==> src/rtl/core/psts_pkg.sv <==
// ----------------------------------------------------------------------------
// Periodic priority task scheduler - shared definitions
// Command and status codes, the broadcast command to the task cells and the
// running-best record that travels along the cell chain.
// ----------------------------------------------------------------------------
package psts_pkg;

	// Table size limits
	localparam int unsigned MAX_TASKS_DEF = 16;
	localparam int unsigned IDX_MAX_W     = 6;     // enough for up to 64 entries

	// Field widths fixed by the item format
	localparam int unsigned ACTION_W = 3;
	localparam int unsigned TARGET_W = 4;
	localparam int unsigned TIME16_W = 16;
	localparam int unsigned PRIO_W   = 8;
	localparam int unsigned TICK_W   = 10;
	localparam int unsigned STATUS_W = 2;
	localparam int unsigned CHOSEN_W = 4;
	localparam int unsigned SYSTIM_W = 32;

	localparam logic [TICK_W-1:0]   TICK_RESET  = TICK_W'(1);
	localparam logic [PRIO_W-1:0]   PRIO_NEVER  = 8'd255;
	localparam logic [TIME16_W-1:0] ELAPSED_MAX = 16'hFFFF;

	// Item action codes
	typedef enum logic [ACTION_W-1:0] {
		ACT_TICK   = 3'd0,
		ACT_SCHED  = 3'd1,
		ACT_ADD    = 3'd2,
		ACT_SUSP   = 3'd3,
		ACT_RESUME = 3'd4
	} act_t;

	// Result status codes
	typedef enum logic [STATUS_W-1:0] {
		ST_OK   = 2'd0,
		ST_FULL = 2'd1,
		ST_BAD  = 2'd2,
		ST_NONE = 2'd3
	} status_t;

	// Controller states
	typedef enum logic [1:0] {
		S_IDLE  = 2'd0,
		S_SWEEP = 2'd1,
		S_PUT   = 2'd2
	} state_t;

	// Operations broadcast to every cell
	typedef enum logic [2:0] {
		OP_NONE   = 3'd0,
		OP_TICK   = 3'd1,
		OP_ADD    = 3'd2,
		OP_SUSP   = 3'd3,
		OP_RESUME = 3'd4,
		OP_CLEAR  = 3'd5
	} cell_op_t;

	typedef struct packed {
		cell_op_t              op;
		logic [IDX_MAX_W-1:0]  sel;
		logic [TICK_W-1:0]     tick;
		logic [TIME16_W-1:0]   period;
		logic [TIME16_W-1:0]   delay;
		logic [PRIO_W-1:0]     prio;
	} cell_cmd_t;

	// Best candidate seen so far along the chain
	typedef struct packed {
		logic                  found;
		logic [PRIO_W-1:0]     prio;
		logic [IDX_MAX_W-1:0]  idx;
	} best_t;

endpackage

==> src/rtl/core/psts_in_if.sv <==
// ----------------------------------------------------------------------------
// Scheduler command channel
// Valid/ready channel carrying one command item.
// ----------------------------------------------------------------------------
interface psts_in_if;
	logic                          valid;
	logic                          ready;
	logic [psts_pkg::ACTION_W-1:0] action;
	logic [psts_pkg::TARGET_W-1:0] target_task;
	logic [psts_pkg::TIME16_W-1:0] period_ms;
	logic [psts_pkg::TIME16_W-1:0] start_delay_ms;
	logic [psts_pkg::PRIO_W-1:0]   task_priority;

	modport source (output valid, action, target_task, period_ms, start_delay_ms,
		task_priority, input ready);
	modport sink (input valid, action, target_task, period_ms, start_delay_ms,
		task_priority, output ready);
endinterface

==> src/rtl/core/psts_out_if.sv <==
// ----------------------------------------------------------------------------
// Scheduler result channel
// Valid/ready channel carrying one result item.
// ----------------------------------------------------------------------------
interface psts_out_if;
	logic                          valid;
	logic                          ready;
	logic [psts_pkg::STATUS_W-1:0] status;
	logic [psts_pkg::CHOSEN_W-1:0] chosen_task;
	logic [psts_pkg::SYSTIM_W-1:0] system_time;

	modport source (output valid, status, chosen_task, system_time, input ready);
	modport sink (input valid, status, chosen_task, system_time, output ready);
endinterface

==> src/rtl/core/psts_cell.sv <==
// ----------------------------------------------------------------------------
// Scheduler task cell
// Holds one task entry, applies the broadcast command and passes the running
// best due task on to its neighbour through a register every cycle.
// ----------------------------------------------------------------------------
module psts_cell #(
	parameter int unsigned IDX = 0
) (
	input  logic                clk,
	input  logic                arst_n,
	input  psts_pkg::cell_cmd_t cmd,
	input  psts_pkg::best_t     best_in,
	output psts_pkg::best_t     best_out,
	output logic                used
);
	import psts_pkg::*;

	localparam logic [IDX_MAX_W-1:0] MY_IDX = IDX_MAX_W'(IDX);

	logic                used_q;
	logic                susp_q;
	logic [TIME16_W-1:0] period_q;
	logic [TIME16_W-1:0] elapsed_q;
	logic [PRIO_W-1:0]   prio_q;
	best_t               best_q;

	logic                hit;
	logic                ready_task;
	logic [TIME16_W:0]   elapsed_sum;
	logic [TIME16_W-1:0] elapsed_tick;
	logic [TIME16_W-1:0] elapsed_init;
	logic                cand;
	logic                take;

	assign hit        = (cmd.sel == MY_IDX);
	assign ready_task = used_q && !susp_q;

	// Saturating timer advance
	assign elapsed_sum  = {1'b0, elapsed_q} + (TIME16_W+1)'(cmd.tick);
	assign elapsed_tick = elapsed_sum[TIME16_W] ? ELAPSED_MAX : elapsed_sum[TIME16_W-1:0];

	// Preset from start delay
	assign elapsed_init = (cmd.delay < cmd.period) ? (cmd.period - cmd.delay) : '0;

	// Candidate test and compare with the lower-index best
	assign cand = ready_task && (elapsed_q >= period_q) && (prio_q != PRIO_NEVER);
	assign take = cand && (!best_in.found || (prio_q < best_in.prio));

	// Entry payload
	always_ff @(posedge clk) begin
		case (cmd.op)
			OP_TICK: begin
				if (ready_task) begin
					elapsed_q <= elapsed_tick;
				end
			end
			OP_ADD: begin
				if (hit) begin
					period_q  <= cmd.period;
					prio_q    <= cmd.prio;
					elapsed_q <= elapsed_init;
				end
			end
			OP_CLEAR: begin
				if (hit) begin
					elapsed_q <= '0;
				end
			end
			default: begin
			end
		endcase
	end

	// Entry flags
	always_ff @(posedge clk or negedge arst_n) begin
		if (!arst_n) begin
			used_q <= 1'b0;
			susp_q <= 1'b0;
		end else begin
			case (cmd.op)
				OP_ADD: begin
					if (hit) begin
						used_q <= 1'b1;
						susp_q <= 1'b0;
					end
				end
				OP_SUSP: begin
					if (hit) begin
						susp_q <= 1'b1;
					end
				end
				OP_RESUME: begin
					if (hit) begin
						susp_q <= 1'b0;
					end
				end
				default: begin
				end
			endcase
		end
	end

	// Pass the running best to the next cell
	always_ff @(posedge clk or negedge arst_n) begin
		if (!arst_n) begin
			best_q <= '0;
		end else if (take) begin
			best_q <= '{found: 1'b1, prio: prio_q, idx: MY_IDX};
		end else begin
			best_q <= best_in;
		end
	end

	assign best_out = best_q;
	assign used     = used_q;

endmodule

==> src/rtl/core/periodic_priority_task_scheduler.sv <==
// ----------------------------------------------------------------------------
// Periodic priority task scheduler
// Table of periodic tasks held in a row of cells; picks the due, ready task of
// lowest priority number on a schedule item.
// ----------------------------------------------------------------------------
//
//  channel  dir  handshake    payload
//  cmd      in   valid/ready  action, target_task, period_ms, start_delay_ms,
//                             task_priority
//  rsp      out  valid/ready  status, chosen_task, system_time
//  cfg      in   cfg_we       cfg_wdata = tick_size_ms
//
//  Tick, add, suspend, resume and undefined items pass through S_PUT to the
//  output register. A schedule item first stays in S_SWEEP: the running best
//  ripples through the cell chain one register per cycle before the winner
//  is cleared. One item is worked on at a time; a new item is accepted once
//  the previous result has been moved into the output register, even while
//  that result still waits. Reset clears the table flags, the task count,
//  the system time and sets the tick size to 1; no clearing pass is needed.
//
module periodic_priority_task_scheduler #(
	parameter int unsigned MAX_TASKS = psts_pkg::MAX_TASKS_DEF
) (
	input  logic                        clk,
	input  logic                        arst_n,
	psts_in_if.sink                     cmd,
	psts_out_if.source                  rsp,
	input  logic                        cfg_we,
	input  logic [psts_pkg::TICK_W-1:0] cfg_wdata
);
	import psts_pkg::*;

	localparam int unsigned IDX_W = (MAX_TASKS > 1) ? $clog2(MAX_TASKS) : 1;
	localparam int unsigned CNT_W = $clog2(MAX_TASKS + 1);

	state_t              state_q, state_d;
	logic [CNT_W-1:0]    sweep_q;
	logic [CNT_W-1:0]    count_q;
	logic [SYSTIM_W-1:0] time_q;
	logic [TICK_W-1:0]   tick_q;
	status_t             res_status_q, res_status_d;
	logic [CHOSEN_W-1:0] res_chosen_q, res_chosen_d;
	logic                res_load;
	logic                out_load;
	logic                out_valid_q;
	status_t             out_status_q;
	logic [CHOSEN_W-1:0] out_chosen_q;
	logic [SYSTIM_W-1:0] out_time_q;

	logic                 accept;
	logic                 tgt_ok;
	logic [IDX_MAX_W-1:0] tgt_ext;
	logic [IDX_MAX_W-1:0] count_ext;
	cell_cmd_t            cell_cmd;
	best_t                chain [MAX_TASKS+1];
	logic [MAX_TASKS-1:0] used_vec;
	best_t                final_best;

	assign accept     = cmd.valid && cmd.ready;
	assign cmd.ready  = (state_q == S_IDLE);
	assign tgt_ext    = IDX_MAX_W'(cmd.target_task);
	assign count_ext  = IDX_MAX_W'(count_q);
	assign tgt_ok     = (int'(cmd.target_task) < MAX_TASKS) && used_vec[tgt_ext[IDX_W-1:0]];
	assign final_best = chain[MAX_TASKS];

	// Task cell chain
	assign chain[0] = '0;
	for (genvar i = 0; i < MAX_TASKS; i++) begin : g_cell
		psts_cell #(.IDX(i)) u_cell (
			.clk      (clk),
			.arst_n   (arst_n),
			.cmd      (cell_cmd),
			.best_in  (chain[i]),
			.best_out (chain[i+1]),
			.used     (used_vec[i])
		);
	end

	// Decode the item, drive the cells and form the result
	always_comb begin
		state_d         = state_q;
		cell_cmd.op     = OP_NONE;
		cell_cmd.sel    = '0;
		cell_cmd.tick   = tick_q;
		cell_cmd.period = cmd.period_ms;
		cell_cmd.delay  = cmd.start_delay_ms;
		cell_cmd.prio   = cmd.task_priority;
		res_status_d    = ST_OK;
		res_chosen_d    = '0;
		res_load        = 1'b0;
		out_load        = 1'b0;
		case (state_q)
			S_IDLE: begin
				if (accept) begin
					res_load = 1'b1;
					state_d  = S_PUT;
					case (cmd.action)
						ACT_TICK: begin
							cell_cmd.op = OP_TICK;
						end
						ACT_SCHED: begin
							res_load = 1'b0;
							state_d  = S_SWEEP;
						end
						ACT_ADD: begin
							if (int'(count_q) >= MAX_TASKS) begin
								res_status_d = ST_FULL;
							end else begin
								cell_cmd.op  = OP_ADD;
								cell_cmd.sel = count_ext;
								res_chosen_d = count_ext[CHOSEN_W-1:0];
							end
						end
						ACT_SUSP, ACT_RESUME: begin
							res_chosen_d = cmd.target_task;
							if (tgt_ok) begin
								cell_cmd.op  = (cmd.action == ACT_SUSP) ? OP_SUSP : OP_RESUME;
								cell_cmd.sel = tgt_ext;
							end else begin
								res_status_d = ST_BAD;
							end
						end
						default: begin
							res_status_d = ST_BAD;
						end
					endcase
				end
			end
			S_SWEEP: begin
				if (sweep_q == CNT_W'(MAX_TASKS)) begin
					res_load = 1'b1;
					state_d  = S_PUT;
					if (final_best.found) begin
						cell_cmd.op  = OP_CLEAR;
						cell_cmd.sel = final_best.idx;
						res_chosen_d = final_best.idx[CHOSEN_W-1:0];
					end else begin
						res_status_d = ST_NONE;
					end
				end
			end
			S_PUT: begin
				if (!out_valid_q || rsp.ready) begin
					out_load = 1'b1;
					state_d  = S_IDLE;
				end
			end
			default: begin
				state_d = S_IDLE;
			end
		endcase
	end

	// Control state, task count, time base and tick size
	always_ff @(posedge clk or negedge arst_n) begin
		if (!arst_n) begin
			state_q <= S_IDLE;
			sweep_q <= '0;
			count_q <= '0;
			time_q  <= '0;
			tick_q  <= TICK_RESET;
		end else begin
			state_q <= state_d;
			if (state_q == S_SWEEP) begin
				sweep_q <= sweep_q + CNT_W'(1);
			end else begin
				sweep_q <= '0;
			end
			if (cell_cmd.op == OP_ADD) begin
				count_q <= count_q + CNT_W'(1);
			end
			if (cell_cmd.op == OP_TICK) begin
				time_q <= time_q + SYSTIM_W'(tick_q);
			end
			if (cfg_we) begin
				tick_q <= cfg_wdata;
			end
		end
	end

	// Hold the pending result
	always_ff @(posedge clk) begin
		if (res_load) begin
			res_status_q <= res_status_d;
			res_chosen_q <= res_chosen_d;
		end
	end

	// Output register
	always_ff @(posedge clk or negedge arst_n) begin
		if (!arst_n) begin
			out_valid_q <= 1'b0;
		end else if (out_load) begin
			out_valid_q <= 1'b1;
		end else if (rsp.ready) begin
			out_valid_q <= 1'b0;
		end
	end

	always_ff @(posedge clk) begin
		if (out_load) begin
			out_status_q <= res_status_q;
			out_chosen_q <= res_chosen_q;
			out_time_q   <= time_q;
		end
	end

	assign rsp.valid       = out_valid_q;
	assign rsp.status      = out_status_q;
	assign rsp.chosen_task = out_chosen_q;
	assign rsp.system_time = out_time_q;

	// Checks
	a_count_bound: assert property (@(posedge clk) disable iff (!arst_n)
		int'(count_q) <= MAX_TASKS)
		else $error("task count beyond table size");

	a_sweep_bound: assert property (@(posedge clk) disable iff (!arst_n)
		(state_q == S_SWEEP) |-> (int'(sweep_q) <= MAX_TASKS))
		else $error("sweep counter overran");

	a_sched_sweeps: assert property (@(posedge clk) disable iff (!arst_n)
		(accept && (cmd.action == ACT_SCHED)) |=> (state_q == S_SWEEP))
		else $error("schedule item did not start a sweep");

	a_full_only_when_full: assert property (@(posedge clk) disable iff (!arst_n)
		(out_load && (res_status_q == ST_FULL)) |-> (int'(count_q) == MAX_TASKS))
		else $error("table full reported with free entries");

endmodule
==> src/flat_wrapper.sv <==
// flat-port wrapper written by rule: the top's interface ports become plain ports
module periodic_priority_task_scheduler_flat import psts_pkg::*;
#(
	parameter int unsigned MAX_TASKS = psts_pkg::MAX_TASKS_DEF
)
  (clk, arst_n, cfg_we, cfg_wdata, cmd_valid, cmd_action, cmd_target_task, cmd_period_ms, cmd_start_delay_ms, cmd_task_priority, cmd_ready, rsp_valid, rsp_status, rsp_chosen_task, rsp_system_time, rsp_ready);
  psts_in_if cmd_i ();
  psts_out_if rsp_i ();
  input  logic clk;
  input  logic arst_n;
  input  logic cfg_we;
  input  logic [psts_pkg::TICK_W-1:0] cfg_wdata;
  input wire logic [$bits(cmd_i.valid)-1:0] cmd_valid;
  input wire logic [$bits(cmd_i.action)-1:0] cmd_action;
  input wire logic [$bits(cmd_i.target_task)-1:0] cmd_target_task;
  input wire logic [$bits(cmd_i.period_ms)-1:0] cmd_period_ms;
  input wire logic [$bits(cmd_i.start_delay_ms)-1:0] cmd_start_delay_ms;
  input wire logic [$bits(cmd_i.task_priority)-1:0] cmd_task_priority;
  output wire logic [$bits(cmd_i.ready)-1:0] cmd_ready;
  output wire logic [$bits(rsp_i.valid)-1:0] rsp_valid;
  output wire logic [$bits(rsp_i.status)-1:0] rsp_status;
  output wire logic [$bits(rsp_i.chosen_task)-1:0] rsp_chosen_task;
  output wire logic [$bits(rsp_i.system_time)-1:0] rsp_system_time;
  input wire logic [$bits(rsp_i.ready)-1:0] rsp_ready;
  assign cmd_i.valid = cmd_valid;
  assign cmd_i.action = cmd_action;
  assign cmd_i.target_task = cmd_target_task;
  assign cmd_i.period_ms = cmd_period_ms;
  assign cmd_i.start_delay_ms = cmd_start_delay_ms;
  assign cmd_i.task_priority = cmd_task_priority;
  assign cmd_ready = cmd_i.ready;
  assign rsp_valid = rsp_i.valid;
  assign rsp_status = rsp_i.status;
  assign rsp_chosen_task = rsp_i.chosen_task;
  assign rsp_system_time = rsp_i.system_time;
  assign rsp_i.ready = rsp_ready;
  periodic_priority_task_scheduler #(.MAX_TASKS(MAX_TASKS)) u_core (.clk(clk), .arst_n(arst_n), .cmd(cmd_i), .rsp(rsp_i), .cfg_we(cfg_we), .cfg_wdata(cfg_wdata));
endmodule
==> config.mk <==
export PLATFORM = sky130hd
export DESIGN_NAME = periodic_priority_task_scheduler_flat
export DESIGN_NICKNAME = d
export VERILOG_FILES = /design/src/rtl/core/psts_pkg.sv /design/src/rtl/core/psts_in_if.sv /design/src/rtl/core/psts_out_if.sv /design/src/rtl/core/psts_cell.sv /design/src/rtl/core/periodic_priority_task_scheduler.sv /design/src/flat_wrapper.sv
export SDC_FILE = /design/constraint.sdc
export NUM_CORES = 2
export LEC_CHECK = 0
export ABC_AREA = 1
export BUFFER_PORTS_ARGS = -buffer_cell sky130_fd_sc_hd__buf_2
export CAP_MARGIN = 10
export CORE_ASPECT_RATIO = 1.4
export CORE_MARGIN = 2
export CORE_UTILIZATION = 35
export CTS_BUF_LIST = sky130_fd_sc_hd__clkbuf_8
export CTS_CLUSTER_SIZE = 40
export DETAILED_ROUTE_END_ITERATION = 8
export RECOVER_POWER = 50
export SETUP_SLACK_MARGIN = 0.3
export SLEW_MARGIN = 20
export SYNTH_ARGS = -nofsm -noshare
export SYNTH_HDL_FRONTEND = slang
export SYNTH_SLANG_ARGS = --single-unit
==> constraint.sdc <==
create_clock -name clk -period 7.14 [get_ports clk]
set_input_delay 0.357 -clock clk [delete_from_list [all_inputs] [get_ports clk]]
set_output_delay 0.357 -clock clk [all_outputs]
set_load 0.02 [all_outputs]
==> results.json <==
{
  "status": "finished with violations",
  "violations": "capacitance limit, slew limit",
  "synthArstFlopShare_pct": 28.5,
  "drv_slew": 515,
  "wl_um": 163000,
  "synth_top_family_by_area": "simple AND/OR/NAND/NOR gates",
  "numCtsBuffers": 159,
  "syn_area_um2": 55100,
  "fin_crit_sh_pct": 77.8,
  "drtIter0Drc": 3267,
  "dieArea_um2": 161000,
  "synthTopCellsByCount": "nand2_1 (1453), inv_1 (914), edfxtp_1 (684)",
  "yosysMostFrequentCell": "nand2_1",
  "muxShareOfSynthArea_pct": 0.184,
  "cts_tree": "yes",
  "path_max_fanout": 32,
  "synth-edff-count": 684,
  "worst_hold_slack_ns": 0.0855,
  "seqPwrFrac_pct": 45.3,
  "avgSynthCellArea_um2": 9.07,
  "yosysWarnings": 0,
  "yosysSeqAreaShare_pct": 49.6,
  "drtAntennaViolNets": 0,
  "synthAdderAreaFrac_pct": 13.2,
  "max_freq_mhz": 180,
  "start_util_pct": 35.2,
  "synth_top_area_share_pct": 37.3,
  "setup_viol": 0,
  "syn_to_final_growth_pct": 12.1,
  "hpwlAfterDp_um": 113000,
  "synth.area.top_cells": "edfxtp_1 (37%), ha_1 (13%), dfrtp_1 (12%)",
  "max_cap_viol_count": 20,
  "num_io_pins": 102,
  "grt_usage_pct": 20.1,
  "gp_congestion": 0.890,
  "yosys.area_share.simple_pct": 18.0,
  "synthFlopType": "edfxtp_1",
  "io_buffers": 101,
  "worstSetupEndpointType": "register",
  "leakage_nw": 29.1,
  "synth_top_area_cell": "edfxtp_1",
  "r2r_cells": 13,
  "relSlewSlack_pct": -173,
  "viasPerCell": 5.05,
  "fin_skew_ns": 0.0543,
  "drcViolationCount": 0,
  "synth_compound_area_share_pct": 10.2,
  "power_frac_comb_pct": 22.4,
  "p_int_mw": 10.6,
  "clkTransAtPathRegs_ns": 0.07,
  "dr.pass1.iters": 5,
  "vias": 43300,
  "cp.arrival_ns": 6.28,
  "power_frac_clock_pct": 32.3,
  "final_layout_size_suffix_gt1_share_pct": 6.30,
  "cts.sinks": 956,
  "antenna_found_initial": 7,
  "synthXorXnorAreaFrac_pct": 1.60,
  "clock_latency_ns": 0.91,
  "hold_path_class": "input port to asynchronous set/reset pin",
  "synth_seq_cells": 956,
  "power_switching_mw": 5.04,
  "synth_nets": 6712,
  "finalPower_mw": 15.6,
  "wire_per_inst_um": 19.0,
  "grt_pass1_vias": 42300,
  "critPathRequiredTime_ns": 7.87,
  "grt_max_degree": 153,
  "clockRootBuffer": "clkbuf_8",
  "die_w_um": 339,
  "placedCellCount": 8227,
  "irDropWorstVdd_mv": 0.202,
  "cts_buffer_depth": 3,
  "overflow": 0,
  "core-area_um2": 157000,
  "grt_pass1_wl_um": 245000,
  "worst_slew_pin_slew_ns": 4.09,
  "finalNonFillerCells": 8572,
  "rsz0062_at_grt": "no",
  "start_kind": "register",
  "dp_worst_setup_slack_ns": 2.95,
  "p_per_area_nw_per_um2": 253,
  "num_rows": 172,
  "fin_crit_ns": 5.56,
  "crit_type": "register to register",
  "hold_viol": 0,
  "nets": 6979,
  "synth_cell_types": 50,
  "htreeDepth": 4,
  "syn_inst": 6081,
  "setup_slack_ns": 1.58,
  "switching_share_pct": 32.2,
  "fin_tns_setup_ns": 0,
  "die_h_um": 474
}
-- per-layer routing --
layer	share of wire (%)	GRT usage, %	vias up
li1	-	-	21000
met1	40	23.5	20600
met2	49	35.4	1337
met3	5.6	2.94	423
met4	5.6	10.6	6
met5	0.020	0	-
-- sequential cells by signal (all words and copies together) (netlist names) --
register / flops
u_core.g_cell.u_cell.used: 16
u_core.g_cell.u_cell.susp_q: 16
u_core.tick_q: 10
u_core.rsp.chosen_task: 4
u_core.res_chosen_q: 4
u_core.g_cell.u_cell.prio_q: 128
u_core.res_status_q: 2
u_core.count_q: 5
u_core.rsp.status: 2
u_core.rsp.system_time: 32
u_core.rsp.valid: 1
u_core.time_q: 32
u_core.g_cell.u_cell.elapsed_q: 256
u_core.sweep_q: 5
u_core.g_cell.u_cell.best_out: 185
u_core.state_q: 2
u_core.g_cell.u_cell.period_q: 256
-- kinds of logic (layout without fill, tap and decap cells) --
group,count (synthesis),after routing
DFF,956,956
xor gates and xnor gates,101,101
AOI/OAI and AO/OA,1033,1033
adders and majority gates,569,569
muxes,9,9
and+or+nand+nor,2393,2393
buffers and inverters,1020,1420
other,0,3
-- layout by cell type (no fill, tap or decap), drive strengths merged, types with 10 or more instances in the layout --
cell	netlist	routed
a21boi	16	16
a21o	10	10
a21oi	452	452
a22oi	10	10
a31o	11	11
a31oi	17	17
and3	11	11
buf	51	90
bufinv	0	10
clkbuf	51	245
clkinv	3	58
dfrtp	271	271
dlygate4sd3	0	47
edfxtp	684	684
fa	18	18
ha	551	551
inv	915	967
nand2	1462	1462
nand3	292	292
nand4	84	84
nor2	410	410
nor3	66	66
o211ai	39	39
o21a	25	25
o21ai	405	405
o21bai	30	30
o31ai	15	15
or2	50	50
xnor2	44	44
xor2	57	57
-- final timing paths --
kind / start / to / slack, ns
setup / recovery: u_core.g_cell[15].u_cell.used / u_core.g_cell[13].u_cell.elapsed_q[7] / 1.58
hold / removal: arst_n / u_core.g_cell[1].u_cell.best_out[13] / 0.09
setup reg to reg: u_core.g_cell[15].u_cell.used / u_core.g_cell[13].u_cell.elapsed_q[7] / 1.58
hold reg to reg: u_core.g_cell[12].u_cell.best_out[3] / u_core.g_cell[13].u_cell.best_out[3] / 0.41
max in group asynchronous: arst_n / u_core.time_q[9] / 2.37
min in group clk: cmd_target_task[1] / u_core.res_chosen_q[1] / 0.11
-- through the flow --
stage,area [um^2],util (%)
CTS,62000,39.6
finish,61800,39.5
global route,61800,39.5
global placement,58200,37.2
detailed placement,58200,37.2
floorplan,55100,-
-- cell type report --
cell class / count / area [um^2]
flip-flops and latches: 956 / 27300
diodes: 3 / 7.51
repair buffers: 208 / 1320
clock buffers: 174 / 2390
multi-input cells: 4105 / 23800
fillers: 15700 / 94900
well taps: 2088 / 2610
clock inverters: 120 / 886
inverters: 918 / 3450
-- worst max-delay path: stages (launching register included) --
cell and delay (ns):
dfrtp_1 0.36, inv_1 0.15, nand2_1 0.07, nand3_1 0.08
nand3_1 0.09, nand3_1 0.15, nand2_1 0.15, nand2_4 0.12
nand2_1 0.05, nand2_1 0.18, nand2_4 0.18, nor2_1 2.14
nand2_2 1.27, o21ai_0 0.32
-- power by group through the flow --
stage,logic [mW],clock network (mW),registers [mW]
global placement,3.40,0,7.17
finish,3.50,5.05,7.07
CTS,3.53,5.18,7.07
floorplan,2.42,0,7.12
global route,4.01,5.39,7.14
detailed placement,3.48,0,7.17
-- repair_timing --
item,in CTS,in global routing
setup buffers,0,0
hold buffers,47,0
hold endpoints to repair,335,0
gates resized for setup,0,0
No activity file was read; power rests on OpenSTA's default activity.
